### config.mk
export PLATFORM = sky130hd
export DESIGN_NAME = radix_limb_bignum_subtract_flat
export DESIGN_NICKNAME = d
export VERILOG_FILES = /design/src/hw/rtl/rlbs_pkg.sv /design/src/hw/rtl/rlbs_if.sv /design/src/hw/rtl/rlbs_ram.sv /design/src/hw/rtl/rlbs_datapath.sv /design/src/hw/rtl/rlbs_ctrl.sv /design/src/hw/rtl/radix_limb_bignum_subtract.sv /design/src/flat_wrapper.sv
export SDC_FILE = /design/constraint.sdc
export NUM_CORES = 2
export LEC_CHECK = 0
export ABC_AREA = 1
export BUFFER_PORTS_ARGS = -buffer_cell sky130_fd_sc_hd__buf_2
export CAP_MARGIN = 25
export CORE_ASPECT_RATIO = 1.75
export CORE_UTILIZATION = 48
export DETAILED_ROUTE_END_ITERATION = 12
export REMOVE_ABC_BUFFERS = 1
export SYNTH_ARGS = -nofsm -noshare
export SYNTH_HDL_FRONTEND = slang
export SYNTH_HIERARCHICAL = 1
export SYNTH_SLANG_ARGS = --single-unit
### constraint.sdc
create_clock -name clk -period 15.5 [get_ports clk]
set_input_delay 0.775 -clock clk [delete_from_list [all_inputs] [get_ports clk]]
set_output_delay 0.775 -clock clk [all_outputs]
set_load 0.01 [all_outputs]
### src/hw/rtl/rlbs_pkg.sv
// ----------------------------------------------------------------------------
// rlbs_pkg
// types and constants of the radix limb subtractor
// ----------------------------------------------------------------------------
package rlbs_pkg;

  localparam int unsigned LIMB_W = 30;
  localparam logic [LIMB_W-1:0] RADIX_RESET = 30'd1000000000;

  typedef enum logic [1:0] {
    ST_LOAD,
    ST_FETCH,
    ST_CALC,
    ST_EMIT
  } state_t;

  typedef enum logic [1:0] {
    ORD_EQUAL     = 2'd0,
    ORD_A_LARGER  = 2'd1,
    ORD_A_SMALLER = 2'd2
  } order_t;

  // controller to datapath
  typedef struct packed {
    logic load;
    logic calc;
  } cmd_t;

  // datapath to controller
  typedef struct packed {
    logic last_limb;
  } stat_t;

endpackage

### src/hw/rtl/rlbs_if.sv
// ----------------------------------------------------------------------------
// rlbs_if
// valid/ready channels of the limb subtractor
// ----------------------------------------------------------------------------
interface rlbs_in_if;
  import rlbs_pkg::*;
  logic              valid;
  logic              ready;
  logic [LIMB_W-1:0] limb_a;
  logic [LIMB_W-1:0] limb_b;
  logic              last_in;

  modport source (output valid, limb_a, limb_b, last_in, input ready);
  modport sink (input valid, limb_a, limb_b, last_in, output ready);
endinterface

interface rlbs_out_if;
  import rlbs_pkg::*;
  logic              valid;
  logic              ready;
  logic [LIMB_W-1:0] diff_limb;
  logic              negative;
  logic              last_out;

  modport source (output valid, diff_limb, negative, last_out, input ready);
  modport sink (input valid, diff_limb, negative, last_out, output ready);
endinterface

interface rlbs_cfg_if;
  import rlbs_pkg::*;
  logic              valid;
  logic              ready;
  logic [LIMB_W-1:0] radix;

  modport source (output valid, radix, input ready);
  modport sink (input valid, radix, output ready);
endinterface

### src/hw/rtl/rlbs_ram.sv
// ----------------------------------------------------------------------------
// rlbs_ram
// simple dual-port ram, one write port, one registered read port
// ----------------------------------------------------------------------------
module rlbs_ram #(
  parameter int unsigned WIDTH = 60,
  parameter int unsigned DEPTH = 64,
  parameter int unsigned ADDR_W = (DEPTH > 1) ? $clog2(DEPTH) : 1
) (
  input  logic              clk,
  input  logic              we,
  input  logic [ADDR_W-1:0] waddr,
  input  logic [WIDTH-1:0]  wdata,
  input  logic [ADDR_W-1:0] raddr,
  output logic [WIDTH-1:0]  rdata
);

  logic [WIDTH-1:0] mem [DEPTH];
  logic [WIDTH-1:0] rdata_r;

  always_ff @(posedge clk) begin
    if (we) begin
      mem[waddr] <= wdata;
    end
    rdata_r <= mem[raddr];
  end

  assign rdata = rdata_r;

endmodule

### src/hw/rtl/rlbs_datapath.sv
// ----------------------------------------------------------------------------
// rlbs_datapath
// limb store, order compare, ripple-borrow digit unit and output register
// ----------------------------------------------------------------------------
module rlbs_datapath #(
  parameter int unsigned MAX_LIMBS = 64
) (
  input  logic                       clk,
  input  logic                       rst_n,
  input  rlbs_pkg::cmd_t             cmd,
  output rlbs_pkg::stat_t            stat,
  input  logic [rlbs_pkg::LIMB_W-1:0] in_limb_a,
  input  logic [rlbs_pkg::LIMB_W-1:0] in_limb_b,
  input  logic                       in_last,
  input  logic                       cfg_we,
  input  logic [rlbs_pkg::LIMB_W-1:0] cfg_radix,
  output logic [rlbs_pkg::LIMB_W-1:0] out_diff_limb,
  output logic                       out_negative,
  output logic                       out_last
);
  import rlbs_pkg::*;

  localparam int unsigned ADDR_W = (MAX_LIMBS > 1) ? $clog2(MAX_LIMBS) : 1;
  localparam int unsigned CNT_W  = $clog2(MAX_LIMBS + 1);

  logic [CNT_W-1:0]    count_r, count_nxt;
  order_t              order_r, order_nxt;
  logic [LIMB_W-1:0]   radix_r;
  logic [ADDR_W-1:0]   rd_addr_r, rd_addr_nxt;
  logic                neg_r, neg_nxt;
  logic                borrow_r, borrow_nxt;
  logic [LIMB_W-1:0]   out_limb_r, out_limb_nxt;
  logic                out_neg_r, out_neg_nxt;
  logic                out_last_r, out_last_nxt;

  logic                write_ok;
  logic                ram_we;
  logic [CNT_W-1:0]    n_cnt;
  logic [CNT_W-1:0]    n_less;
  order_t              order_upd;
  logic [2*LIMB_W-1:0] ram_rdata;
  logic [LIMB_W-1:0]   rd_a, rd_b, x_op, y_op;
  logic [LIMB_W:0]     need;
  logic [LIMB_W+1:0]   diff;
  logic                borrow_out;
  logic [LIMB_W-1:0]   digit;

  rlbs_ram #(
    .WIDTH (2 * LIMB_W),
    .DEPTH (MAX_LIMBS)
  ) u_store (
    .clk   (clk),
    .we    (ram_we),
    .waddr (count_r[ADDR_W-1:0]),
    .wdata ({in_limb_a, in_limb_b}),
    .raddr (rd_addr_r),
    .rdata (ram_rdata)
  );

  assign rd_a = ram_rdata[2*LIMB_W-1:LIMB_W];
  assign rd_b = ram_rdata[LIMB_W-1:0];

  // load side: store pair, track first differing limb
  always_comb begin
    write_ok = count_r < CNT_W'(MAX_LIMBS);
    ram_we   = cmd.load && write_ok;
    n_cnt    = write_ok ? count_r + 1'b1 : count_r;
    n_less   = n_cnt - 1'b1;
    order_upd = order_r;
    if (write_ok && order_r == ORD_EQUAL) begin
      if (in_limb_a > in_limb_b) begin
        order_upd = ORD_A_LARGER;
      end else if (in_limb_a < in_limb_b) begin
        order_upd = ORD_A_SMALLER;
      end
    end
  end

  // digit unit: larger minus smaller with ripple borrow
  always_comb begin
    x_op       = neg_r ? rd_b : rd_a;
    y_op       = neg_r ? rd_a : rd_b;
    need       = {1'b0, y_op} + {{LIMB_W{1'b0}}, borrow_r};
    diff       = {2'b00, x_op} - {1'b0, need};
    borrow_out = diff[LIMB_W+1];
    // raising the digit by radix, modulo the limb width
    digit      = borrow_out ? diff[LIMB_W-1:0] + radix_r : diff[LIMB_W-1:0];
  end

  always_comb begin
    count_nxt    = count_r;
    order_nxt    = order_r;
    rd_addr_nxt  = rd_addr_r;
    neg_nxt      = neg_r;
    borrow_nxt   = borrow_r;
    out_limb_nxt = out_limb_r;
    out_neg_nxt  = out_neg_r;
    out_last_nxt = out_last_r;
    if (cmd.load) begin
      if (in_last) begin
        // operand done: point at the least significant limb, clear for next
        rd_addr_nxt = n_less[ADDR_W-1:0];
        neg_nxt     = (order_upd == ORD_A_SMALLER);
        borrow_nxt  = 1'b0;
        count_nxt   = '0;
        order_nxt   = ORD_EQUAL;
      end else begin
        count_nxt = n_cnt;
        order_nxt = order_upd;
      end
    end
    if (cmd.calc) begin
      out_limb_nxt = digit;
      out_neg_nxt  = neg_r;
      out_last_nxt = (rd_addr_r == '0);
      borrow_nxt   = borrow_out;
      rd_addr_nxt  = rd_addr_r - 1'b1;
    end
  end

  always_ff @(posedge clk) begin
    if (!rst_n) begin
      count_r <= '0;
      order_r <= ORD_EQUAL;
      radix_r <= RADIX_RESET;
    end else begin
      count_r <= count_nxt;
      order_r <= order_nxt;
      if (cfg_we) begin
        radix_r <= cfg_radix;
      end
    end
  end

  always_ff @(posedge clk) begin
    rd_addr_r  <= rd_addr_nxt;
    neg_r      <= neg_nxt;
    borrow_r   <= borrow_nxt;
    out_limb_r <= out_limb_nxt;
    out_neg_r  <= out_neg_nxt;
    out_last_r <= out_last_nxt;
  end

  assign stat.last_limb = out_last_r;
  assign out_diff_limb  = out_limb_r;
  assign out_negative   = out_neg_r;
  assign out_last       = out_last_r;

endmodule

### src/hw/rtl/rlbs_ctrl.sv
// ----------------------------------------------------------------------------
// rlbs_ctrl
// sequencer for load, fetch, digit and output phases
// ----------------------------------------------------------------------------
module rlbs_ctrl (
  input  logic            clk,
  input  logic            rst_n,
  input  logic            in_valid,
  input  logic            in_last,
  input  logic            out_ready,
  input  rlbs_pkg::stat_t stat,
  output logic            in_ready,
  output logic            out_valid,
  output rlbs_pkg::cmd_t  cmd
);
  import rlbs_pkg::*;

  state_t state_r, state_nxt;

  always_comb begin
    state_nxt = state_r;
    unique case (state_r)
      ST_LOAD: begin
        if (in_valid && in_last) begin
          state_nxt = ST_FETCH;
        end
      end
      ST_FETCH: state_nxt = ST_CALC;
      ST_CALC:  state_nxt = ST_EMIT;
      ST_EMIT: begin
        if (out_ready) begin
          state_nxt = stat.last_limb ? ST_LOAD : ST_CALC;
        end
      end
      default: state_nxt = ST_LOAD;
    endcase
  end

  always_comb begin
    in_ready  = 1'b0;
    out_valid = 1'b0;
    cmd       = '0;
    unique case (state_r)
      ST_LOAD: begin
        in_ready = 1'b1;
        cmd.load = in_valid;
      end
      ST_FETCH: begin
      end
      ST_CALC: begin
        cmd.calc = 1'b1;
      end
      ST_EMIT: begin
        out_valid = 1'b1;
      end
      default: begin
      end
    endcase
  end

  always_ff @(posedge clk) begin
    if (!rst_n) begin
      state_r <= ST_LOAD;
    end else begin
      state_r <= state_nxt;
    end
  end

endmodule

### src/hw/rtl/radix_limb_bignum_subtract.sv
// ----------------------------------------------------------------------------
// radix_limb_bignum_subtract
// multiprecision subtractor over limbs in a configurable radix
// ----------------------------------------------------------------------------
// channel  dir  word
// in_ch    in   limb_a, limb_b, last_in (most significant pair first)
// out_ch   out  diff_limb, negative, last_out (least significant limb first)
// cfg_ch   in   radix, always ready
//
// loading takes one pair per cycle; the pair with last_in ends the operand
// then a fetch state for the registered ram read; for each result word,
// digit compute into the output register, then the output handshake
// out_ch stalls hold the word; in_ch is not ready during the subtract pass
// reset is synchronous; the limb store needs no clearing pass
// ----------------------------------------------------------------------------
module radix_limb_bignum_subtract #(
  parameter int unsigned MAX_LIMBS = 64
) (
  input  logic             clk,
  input  logic             rst_n,
  rlbs_in_if.sink          in_ch,
  rlbs_out_if.source       out_ch,
  rlbs_cfg_if.sink         cfg_ch
);
  import rlbs_pkg::*;

  cmd_t  cmd;
  stat_t stat;
  logic  cfg_we;

  assign cfg_ch.ready = 1'b1;
  assign cfg_we       = cfg_ch.valid && cfg_ch.ready;

  rlbs_ctrl u_ctrl (
    .clk       (clk),
    .rst_n     (rst_n),
    .in_valid  (in_ch.valid),
    .in_last   (in_ch.last_in),
    .out_ready (out_ch.ready),
    .stat      (stat),
    .in_ready  (in_ch.ready),
    .out_valid (out_ch.valid),
    .cmd       (cmd)
  );

  rlbs_datapath #(
    .MAX_LIMBS (MAX_LIMBS)
  ) u_dp (
    .clk           (clk),
    .rst_n         (rst_n),
    .cmd           (cmd),
    .stat          (stat),
    .in_limb_a     (in_ch.limb_a),
    .in_limb_b     (in_ch.limb_b),
    .in_last       (in_ch.last_in),
    .cfg_we        (cfg_we),
    .cfg_radix     (cfg_ch.radix),
    .out_diff_limb (out_ch.diff_limb),
    .out_negative  (out_ch.negative),
    .out_last      (out_ch.last_out)
  );

endmodule

### src/flat_wrapper.sv
// flat-port wrapper written by rule: the top's interface ports become plain ports
module radix_limb_bignum_subtract_flat import rlbs_pkg::*;
#(
  parameter int unsigned MAX_LIMBS = 64
)
  (clk, rst_n, in_ch_valid, in_ch_limb_a, in_ch_limb_b, in_ch_last_in, in_ch_ready, out_ch_valid, out_ch_diff_limb, out_ch_negative, out_ch_last_out, out_ch_ready, cfg_ch_valid, cfg_ch_radix, cfg_ch_ready);
  rlbs_in_if in_ch_i ();
  rlbs_out_if out_ch_i ();
  rlbs_cfg_if cfg_ch_i ();
  input  logic clk;
  input  logic rst_n;
  input wire logic [$bits(in_ch_i.valid)-1:0] in_ch_valid;
  input wire logic [$bits(in_ch_i.limb_a)-1:0] in_ch_limb_a;
  input wire logic [$bits(in_ch_i.limb_b)-1:0] in_ch_limb_b;
  input wire logic [$bits(in_ch_i.last_in)-1:0] in_ch_last_in;
  output wire logic [$bits(in_ch_i.ready)-1:0] in_ch_ready;
  output wire logic [$bits(out_ch_i.valid)-1:0] out_ch_valid;
  output wire logic [$bits(out_ch_i.diff_limb)-1:0] out_ch_diff_limb;
  output wire logic [$bits(out_ch_i.negative)-1:0] out_ch_negative;
  output wire logic [$bits(out_ch_i.last_out)-1:0] out_ch_last_out;
  input wire logic [$bits(out_ch_i.ready)-1:0] out_ch_ready;
  input wire logic [$bits(cfg_ch_i.valid)-1:0] cfg_ch_valid;
  input wire logic [$bits(cfg_ch_i.radix)-1:0] cfg_ch_radix;
  output wire logic [$bits(cfg_ch_i.ready)-1:0] cfg_ch_ready;
  assign in_ch_i.valid = in_ch_valid;
  assign in_ch_i.limb_a = in_ch_limb_a;
  assign in_ch_i.limb_b = in_ch_limb_b;
  assign in_ch_i.last_in = in_ch_last_in;
  assign in_ch_ready = in_ch_i.ready;
  assign out_ch_valid = out_ch_i.valid;
  assign out_ch_diff_limb = out_ch_i.diff_limb;
  assign out_ch_negative = out_ch_i.negative;
  assign out_ch_last_out = out_ch_i.last_out;
  assign out_ch_i.ready = out_ch_ready;
  assign cfg_ch_i.valid = cfg_ch_valid;
  assign cfg_ch_i.radix = cfg_ch_radix;
  assign cfg_ch_ready = cfg_ch_i.ready;
  radix_limb_bignum_subtract #(.MAX_LIMBS(MAX_LIMBS)) u_core (.clk(clk), .rst_n(rst_n), .in_ch(in_ch_i), .out_ch(out_ch_i), .cfg_ch(cfg_ch_i));
endmodule
==> results.py <==
metrics = {
    "outcome": {
        "status": "finished, final reports clean",
    },
    "worst_setup_path": {
        "endpoint_kind": "flip-flop",
        "critPathKind": "flip-flop to flip-flop",
        "crit_slowest_cell": "nor2_4",
        "critPathLaunch": "u_core/u_ctrl/state_r[0]$_SDFFE_PN0P_",
        "worstSetupStartpointType": "flip-flop",
        "r2r-start": "u_core/u_ctrl/state_r[0]$_SDFFE_PN0P_",
        "cp_top_family": "simple AND/OR/NAND/NOR gates",
        "r2r_cells": 9,
        "critPathMaxStageDelay_ns": 0.87,
        "arrival_ns": 6.49,
        "crit_chain": "inv_1 > nand2_1 > nor2_1 > clkinv_1 > nor2_1 > nand4_1 > nor2_4 > buf_4 > buf_4",
        "path_buf_inv": 4,
        "path_depth": 9,
        "crit_fanout": 35,
        "worstPathRequired_ns": 16.04,
    },
    "logic_synthesis": {
        "ys_ff_latch": 3981,
        "synth_top_area_share": 0.707,
        "yosysWarnings": 6,
        "synthTopCellsByArea": "edfxtp_1 (71%), nand3_1 (11%), nand2_1 (11%), buf_2 (1.4%), dfxtp_1 (1.2%)",
        "synth_cell_types": 51,
        "synthCells": 14100,
        "synth_area_um2": 165000,
        "yosysTopAreaCell": "edfxtp_1",
        "synth_seq_area_share": 0.719,
        "avgSynthCellArea_um2": 11.7,
    },
    "sta": {
        "tightest_slew_ns": 1.17,
        "finalCriticalPeriod_ns": 5.94,
        "slew_headroom": 0.217,
        "rsz0062_at_grt": "no",
        "fmax_ghz": 0.168,
        "fin_skew_ns": 0.0737,
        "fin_crit_sh": 0.383,
        "worst_slack_ns": 9.56,
        "hold_viol_final": 0,
        "finalMaxSlewViolations": 0,
        "hold_slack_ns": 0.0615,
        "setup_violations": 0,
    },
    "cells_and_area": {
        "synthToLayoutAreaGrowth_pct": 9.98,
        "layout-drive-gt1-share": 0.0737,
        "multiInputGateArea_um2": 40800,
        "regArea_um2": 119000,
        "fin_util": 0.530,
        "final_nets": 14300,
        "nFillCells": 29300,
        "fin_cells": 18900,
    },
    "min_path": {
        "hold_depth": 3,
        "hold_path_class": "input port to flip-flop",
        "min_from": "cfg_ch_radix[6]",
    },
    "route": {
        "vias": 112000,
        "route.met3.wl_um": 41300,
        "wl_met1_um": 191000,
        "via_per_inst": 5.90,
        "met2_length_um": 266000,
        "ant_nets": 0,
        "drc_errors": 0,
        "drt_wl_total_um": 530000,
        "dr.pass1.iters": 7,
        "wl_per_cell_um": 28.0,
        "drt_iter0_markers": 12500,
        "top_layer": "met5",
    },
    "global_routing": {
        "grt_pass1_wl_um": 754000,
        "antenna_found_initial": 23,
        "grt_pass1_vias": 107000,
        "gr-total-overflow": 0,
        "grt_max_degree": 210,
        "grt_usage": 0.302,
    },
    "power": {
        "p_total_uw": 26300,
        "ir_worst_vdd_mv": 0.105,
        "p_per_area_nw_per_um2": 145,
        "p_leak_uw": 0.0652,
    },
    "place": {
        "hpwl_um": 294000,
        "place_ws_ns": 9.27,
        "port_buffers": 129,
        "gp_congestion": 0.901,
        "dp_cells": 18300,
    },
    "clock_tree": {
        "htree_levels": 5,
        "clockRootBuffer": "clkbuf_16",
        "clockBufferDepth": 4,
        "cts_buffers": 364,
        "path_clk_slew_ns": 0.06,
        "clk_latency_ns": 0.95,
        "cts_tree": "yes",
        "cts_num_sinks": 3981,
        "postCtsSetupRepairBufs": 0,
    },
    "floorplanning": {
        "dieHeight_um": 777,
        "floorplan.initialDensity": 0.482,
        "core_area_um2": 342000,
        "rows": 284,
        "dieArea_um2": 346000,
        "pin_count": 131,
        "die_x_um": 445,
    },
    "run": {
        "cap_violations": 0,
    },
}
[cells by family (layout without fill, tap and decap cells)]
group,Yosys count,count (layout),share of synthesized area
and+or+nand+nor,8632,8632,0.226
muxes,1,1,0.0000607
other,1,3,0.0000228
adders and majority gates,121,121,0.00932
AOI/OAI and AO/OA,215,215,0.00713
buffers and inverters,1139,1373,0.0364
xor gates and xnor gates,43,43,0.00229
DFF,3981,3981,0.719
[cells in the final DEF, fill, tap and decap left out, drive strengths merged]
master / count
a211oi: 1
a21boi: 3
a21o: 6
a21oi: 78
a31oi: 1
and2: 7
buf: 447
bufinv: 35
clkbuf: 462
clkinv: 135
clkinvlp: 11
conb: 1
dfxtp: 101
diode: 2
dlygate4sd3: 6
edfxtp: 3880
fa: 3
ha: 118
inv: 277
mux2i: 1
nand2: 4731
nand2b: 1
nand3: 3638
nand3b: 6
nand4: 27
nor2: 193
nor3: 17
nor3b: 1
nor4: 9
o211ai: 1
o21a: 2
o21ai: 112
o21bai: 11
or2: 2
xnor2: 8
xor2: 35
[synth_stat cells, drive strengths merged]
| library cell | n |
|---|---|
| xor2 | 35 |
| o21ai | 112 |
| nand3 | 3638 |
| clkinv | 3 |
| o211ai | 1 |
| nand3b | 6 |
| nor3b | 1 |
| a21oi | 78 |
| edfxtp | 3880 |
| mux2i | 1 |
| clkbuf | 125 |
| nor2 | 193 |
| dfxtp | 101 |
| a21boi | 3 |
| and2 | 7 |
| fa | 3 |
| xnor2 | 8 |
| o21a | 2 |
| or2 | 2 |
| nand2 | 4731 |
| ha | 118 |
| a211oi | 1 |
| inv | 264 |
| nand2b | 1 |
| nand4 | 27 |
| nor4 | 9 |
| a21o | 6 |
| buf | 747 |
| nor3 | 17 |
| conb | 1 |
| a31oi | 1 |
| o21bai | 11 |
[state kept, by name, summed over array words and instances, names as in the netlist]
name / flops
u_core/u_dp/u_store/mem: 3840
u_core/u_dp/u_store/rdata: 60
u_core/u_dp/out_diff_limb: 30
u_core/u_dp/radix_r: 30
u_core/u_dp/count_r: 7
u_core/u_dp/rd_addr_r: 6
u_core/u_ctrl/state_r: 2
u_core/u_dp/order_r: 2
u_core/u_dp/borrow_r: 1
u_core/u_dp/neg_r: 1
u_core/u_dp/out_last: 1
u_core/u_dp/out_negative: 1
[report_power, final]
| group | switching, uW | internal, uW |
|---|---|---|
| clock | 4020 | 5100 |
| sequential | 84.0 | 12000 |
| combinational | 3680 | 1410 |
[final timing paths]
path	endpoint	slack [ns]
worst min register to register	u_core/u_dp/radix_r[24]$_SDFFE_PN1P_	0.48
worst min-delay path	u_core/u_dp/radix_r[6]$_SDFFE_PN0P_	0.06
worst max-delay path	u_core/u_dp/u_store/mem[26][14]$_DFFE_PP_	9.56
worst max register to register	u_core/u_dp/u_store/mem[26][14]$_DFFE_PP_	9.56
[routing by layer]
layer,track usage,vias to the layer above
met4,0.158,18
met5,0,-
met3,0.0434,1216
met2,0.523,5155
met1,0.365,55800
li1,-,49600
[worst min-delay path, stage by stage]
cell and delay (ns):
buf_2 0.08, nor2_1 0.03, nor2_1 0.08
[per-stage QoR]
stage	setup TNS, ns	instance area [um^2]
6_report	0	181000
5_1_grt	0	181000
4_1_cts	0	181000
3_5_place_dp	0	169000
3_3_place_gp	0	169000
2_1_floorplan	-6208.44	160000
[final cells by class]
cell class,count,share of cell area
flip-flops and latches,3981,0.654
multi-input cells,9013,0.225
clock buffers,462,0.0544
well taps,4576,0.0316
repair buffers,453,0.0186
clock inverters,191,0.0107
inverters,267,0.00580
diodes,2,0.0000276
[what timing repair did]
item,CTS,global route
endpoints found under the setup margin,0,0
hold endpoints to repair,6,0
hold buffers,6,0
gates resized for setup,0,0
Power figures use the tool's default switching activity.
